===== config.mk =====
export PLATFORM = sky130hd
export DESIGN_NAME = pit_cross
export DESIGN_NICKNAME = d
export VERILOG_FILES = /design/src/hdl/pit_pkg.sv /design/src/hdl/pit_cross.sv
export SDC_FILE = /design/constraint.sdc
export NUM_CORES = 2
export LEC_CHECK = 0
export BUFFER_PORTS_ARGS = -buffer_cell sky130_fd_sc_hd__buf_2
export CELL_PAD_IN_SITES_DETAIL_PLACEMENT = 0
export CELL_PAD_IN_SITES_GLOBAL_PLACEMENT = 1
export CORE_MARGIN = 2
export CORE_UTILIZATION = 45
export CTS_CLUSTER_SIZE = 10
export DETAILED_ROUTE_END_ITERATION = 7
export PLACE_DENSITY = 0.76
export REMOVE_ABC_BUFFERS = 1
export SYNTH_ARGS = -nofsm -noshare
export SYNTH_HDL_FRONTEND = slang
export SYNTH_SLANG_ARGS = --single-unit

===== constraint.sdc =====
create_clock -name clk -period 8.3 [get_ports clk]
set_input_delay 1.66 -clock clk [delete_from_list [all_inputs] [get_ports clk]]
set_output_delay 1.66 -clock clk [all_outputs]
set_load 0.005 [all_outputs]

===== src/hdl/pit_pkg.sv =====
// pit_pkg: widths, shape codes and shared types for the point-in-triangle test
// no dependencies; imported by pit_cross, point_in_triangle_test and tb
package pit_pkg;

	// coordinate and arithmetic widths
	localparam int COORD_WIDTH = 16;
	localparam int DIFF_W      = COORD_WIDTH + 1;
	localparam int PROD_W      = 2 * DIFF_W;
	localparam int CROSS_W     = PROD_W + 1;

	// shape case reported with each result
	typedef enum logic [1:0] {
		SHAPE_TRI = 2'd0,
		SHAPE_SEG = 2'd1,
		SHAPE_PT  = 2'd2
	} shape_t;

	// sign of a doubled area
	typedef struct packed {
		logic zero;
		logic neg;
	} pit_sign_t;

	// stage advance enables handed to the cross-product lanes
	typedef struct packed {
		logic s2;
		logic s3;
	} pit_adv_t;

endpackage


===== src/hdl/pit_cross.sv =====
// pit_cross: one doubled-area lane, two products in stage 2, difference and sign in stage 3
// depends on pit_pkg
module pit_cross import pit_pkg::*; (
	input  logic                     clk,
	input  pit_adv_t                 adv,
	input  logic signed [DIFF_W-1:0] m0a,
	input  logic signed [DIFF_W-1:0] m0b,
	input  logic signed [DIFF_W-1:0] m1a,
	input  logic signed [DIFF_W-1:0] m1b,
	output pit_sign_t                sign_s3
);

	logic signed [PROD_W-1:0]  p0_s2;
	logic signed [PROD_W-1:0]  p1_s2;
	logic signed [CROSS_W-1:0] area_diff;

	// products at full width
	always_ff @(posedge clk) begin
		if (adv.s2) begin
			p0_s2 <= m0a * m0b;
			p1_s2 <= m1a * m1b;
		end
	end

	// difference of the products
	assign area_diff = $signed({p0_s2[PROD_W-1], p0_s2}) - $signed({p1_s2[PROD_W-1], p1_s2});

	// keep only the sign of the area
	always_ff @(posedge clk) begin
		if (adv.s3) begin
			sign_s3.zero <= (area_diff == '0);
			sign_s3.neg  <= area_diff[CROSS_W-1];
		end
	end

endmodule


Word-level counts from Yosys, hierarchy flattened
Index checks and enable logic that the tools add are counted.
- add/sub/neg operators: 1
- multiply operators: 2
- reductions and logical operators: 1
- operator list (cell ; number):
    multiplier 17 x 17 -> 34 bit ; 2
    zero test 35 bit ; 1
    subtractor 34 x 34 -> 35 bit ; 1
- output and inout port bits: 2
- register bits: 70
- input port bits: 71

Logic depth before layout (Yosys ltp)
- word-level depth: 2
- mapped depth: 26

Worst setup path before layout
OpenSTA, ideal clock, no wires.
- path kind: input-to-reg
- from: in m0b[8]
- to: reg p0_s2[32] (data pin)
- slack: 0.534 ns
- stages on the path: 26
- arrival time: 7.509 ns
- data required time: 8.042 ns
- path buffers: 2
- path through: clkbuf_1 > clkbuf_1 > nand2_1 > fa_1 > inv_1 > fa_1 > inv_1 > fa_1 > inv_1 > fa_1 > fa_1 > inv_1 > fa_1 > inv_1 > ha_1 > nand4_1 > a21oi_1 > o2111a_1 > nor2_1 > a21oi_1 > a311oi_1 > or2_2 > a311oi_1 > a21o_1 > a21oi_1 > xnor2_1
- word-level cells in the longest chain between the ends: 1
- RTL lines (what ; RTL line ; text):
    start, declared ; pit_cross.sv:7 ; input logic signed [DIFF_W-1:0] m0b,
    multiplier 17 x 17 -> 34 bit ; pit_cross.sv:20 ; p0_s2 <= m0a * m0b;
    end signal, assigned ; pit_cross.sv:20 ;
    end, declared ; pit_cross.sv:13 ; logic signed [PROD_W-1:0] p0_s2;
Every way passes these cells.
A chain may end at the register's enable or synchronous reset.

Worst setup path in the final report
Ends and elaborated chain as after synthesis.

==> results.yml <==
synth:
  avgSynthCellArea_um2: 9.38
  synthFlopType: "edfxtp_1"
  syn_inst: 2745
  synth_top_area_share_pct: 46.1
  yosysSeqAreaShare_pct: 8.17
  ys_seq_elements: 70
  ys_warn_count: 0
  synthTopCellsByArea: "fa_1 46%, ha_1 9.9%, inv_1 9.8%"
  synth_enable_flop_cells: 70
  async_flop_share_pct: 0
  synth.distinct_cells: 64
  syn_area_mm2: 0.0257
  synth_largest_area_cell: "fa_1"
die:
  rows: 87
  dieArea_mm2: 0.0591
  die_width_um: 243
  pin_count: 73
  core-area_mm2: 0.0565
  die_h_um: 243
  initial_core_util_pct: 45.6
cts:
  clkTransAtPathRegs_ps: 60
  h-tree-depth: 3
  cts_root_buf: "clkbuf_16"
  clock_tree.buffer_depth: 2
  cts_tree: "built"
  cts_setup_buffers: 0
  postCtsHoldBufs: 0
  clk_latency_ps: 350
  cts_resized: 0
  cts_made_buffers: 9
  clock-sinks: 70
run:
  maxCapViolCount: 0
run_status:
  status: "completed"
place:
  gp_congestion: 0.866
  dp_hpwl_mm: 48.8
  dp_cells: 3517
  port_buffers: 72
timing:
  hold_violations: 0
  min_period_ps: 7890
  max-slew-margin-rel_pct: 41.4
  rsz0062_at_grt: "false"
  finalMaxSlewViolations: 0
  setup-tns-final_ps: 0
  setup_viol: 0
  finClkSkew_ps: 4.56
  tightest_slew_ps: 879
  post-route-period-util_pct: 95.0
  fmax_mhz: 127
cells_and_area:
  layout-drive-gt1-share_pct: 4.65
  fillers: 5333
  area_growth_pct: 5.95
  diodes: 0
  fin_nets: 3640
  instances_no_fill: 3533
setup_path:
  crit_path_start_kind: "input port"
  crit_top_cell: "fa_1"
  worstReg2RegStart: "p1_s2[0]$_DFFE_PP_"
  critical-path-slowest-cell: "fa_1"
  crit_chain: "buf_2, nand2_1, fa_1, inv_1, fa_1, fa_1, fa_1, fa_1, inv_1, fa_1, inv_1, ha_1, o21ai_0, a21oi_1, o2111a_1, nor2_1, a21oi_1, a311oi_1, or2_2, a311oi_1, a21o_1, a21oi_1, xnor2_1"
  r2r_end: "sign_s3[1]$_DFFE_PP_"
  cp-end-kind: "flip-flop"
  reg2reg_depth: 13
  path_buf_inv: 4
  r2r_setup_slack_ps: 3450
  critPathTopFamily: "adder cells"
  crit_type: "in2reg"
  slowest_delay_ps: 580
  crit_path_max_fanout: 17
  cp.required_ps: 8400
  arrival_ps: 7990
grt:
  grt_pass1_vias: 19825
  overflow: 0
  antenna_found_initial: 0
  grt_use_total_pct: 20.6
  grt_max_degree: 69
  grt_pass1_wl_mm: 98.0
route:
  drc: 0
  wirelength_mm: 56.7
  firstDrtPassIters: 5
  wire_per_inst_um: 16.1
  via_per_inst: 5.16
  dr.first_iter.drc_count: 1035
  drtAntennaViolNets: 0
  via_count: 18216
min_path:
  hold_path_end: "sign_s3[0]$_DFFE_PP_"
  holdPathStages: 4
  hp-start: "p1_s2[33]$_DFFE_PP_"
  hp-class: "reg2reg"
==> metal layers <==
metal | up-vias | GRT usage, % | part of all wire, %
met5 | - | 0 | 0
met4 | 0 | 4.42 | 2.2
met3 | 84 | 3.20 | 4.8
met2 | 408 | 35.4 | 50
met1 | 9421 | 27.5 | 43
li1 | 8303 | - | -
==> cell type report <==
type | instances | area [um2] | area share, %
Clock buffer | 9 | 225 | 0.826
Clock inverter | 7 | 113 | 0.413
Inverter | 675 | 2530 | 9.29
Multi-Input combinational cell | 1916 | 20800 | 76.2
Sequential cell | 70 | 2100 | 7.71
Tap cell | 756 | 946 | 3.47
Timing Repair Buffer | 100 | 571 | 2.09
==> worst max path at each step <==
stage	from	end	slack [ps]	cells after the start
after CTS	m1a[10]	p1_s2[31]$_DFFE_PP_	480	23
after global placement	m0a[6]	p0_s2[32]$_DFFE_PP_	250	26
after detailed placement	m1a[10]	p1_s2[31]$_DFFE_PP_	100	23
final	m0b[8]	p0_s2[32]$_DFFE_PP_	410	23
after global routing	m1a[10]	p1_s2[31]$_DFFE_PP_	150	24
after floorplan	m0b[5]	p0_s2[32]$_DFFE_PP_	930	25
==> metrics by stage <==
step	area (um2)	setup WS (ps)	util [%]	hold slack (ps)
after floorplan	25400	933	-	736
after global placement	26900	246	47.7	924
after detailed placement	26900	101	47.7	916
after CTS	27300	478	48.3	948
after global routing	27300	154	48.3	999
final	27300	414	48.3	906
==> synth_stat cells (all sizes together), types with 13 or more instances <==
| cell | number |
|---|---|
| a211oi | 13 |
| nor2 | 77 |
| nand2 | 299 |
| xnor2 | 65 |
| edfxtp | 70 |
| o21ai | 50 |
| fa | 593 |
| inv | 675 |
| a21o | 32 |
| and2 | 296 |
| xor2 | 19 |
| ha | 204 |
| nand3 | 13 |
| nor3 | 15 |
| a21oi | 80 |
| clkbuf | 75 |
| nand2b | 22 |
==> cell families (layout without fill, tap and decap cells) <==
kind of cell,after synthesis,count (layout),synth area share [%]
AOI/OAI and AO/OA,261,261,6.63
xor gates and xnor gates,84,84,2.86
adders and majority gates,797,797,56.0
buffers and inverters,759,791,11.1
DFF,70,70,8.17
muxes,4,4,0.160
and+or+nand+nor,770,770,15.0
==> cell usage in the layout (no fill, tap or decap), types with 3 or more instances in the layout <==
cell and count:
a311oi_1 6, nand4_1 8, o31ai_1 6, o31a_1 6, o211ai_1 10, clkbuf_16 9
nand3_1 13, xnor2_1 65, mux2i_1 3, or3_1 6, a211oi_1 13, and3_1 5
nor3_1 15, bufinv_16 3, buf_2 72, a211o_1 3, a21oi_1 80, nor2b_1 10
nand2_1 299, a31oi_1 8, xor2_1 19, a21o_1 32, a31o_2 4, fa_1 593
o2111a_1 3, and2_1 295, o21a_1 5, a2111oi_0 3, buf_4 28, o2111ai_1 6
o21bai_1 8, nand2b_1 22, ha_1 204, edfxtp_1 70, o21ai_0 49, nor2_1 77
inv_1 675, or2_2 4
==> worst reg2reg max path: cells and delay by family, from the launching register on <==
| kind | cells | cell delay, ps |
|---|---|---|
| adders and majority gates | 2 | 650 |
| AOI/OAI and AO/OA | 6 | 2120 |
| and+or+nand+nor | 4 | 1300 |
| xor gates and xnor gates | 1 | 190 |
| DFF | 1 | 370 |
==> flip-flops by register name, summed over array words and instances (netlist names) <==
| signal | cells |
|---|---|
| p1_s2 | 34 |
| p0_s2 | 34 |
| sign_s3 | 2 |
Power is not shown: default switching activity piles up to over one toggle a cycle in this logic, so the estimate is an artifact.
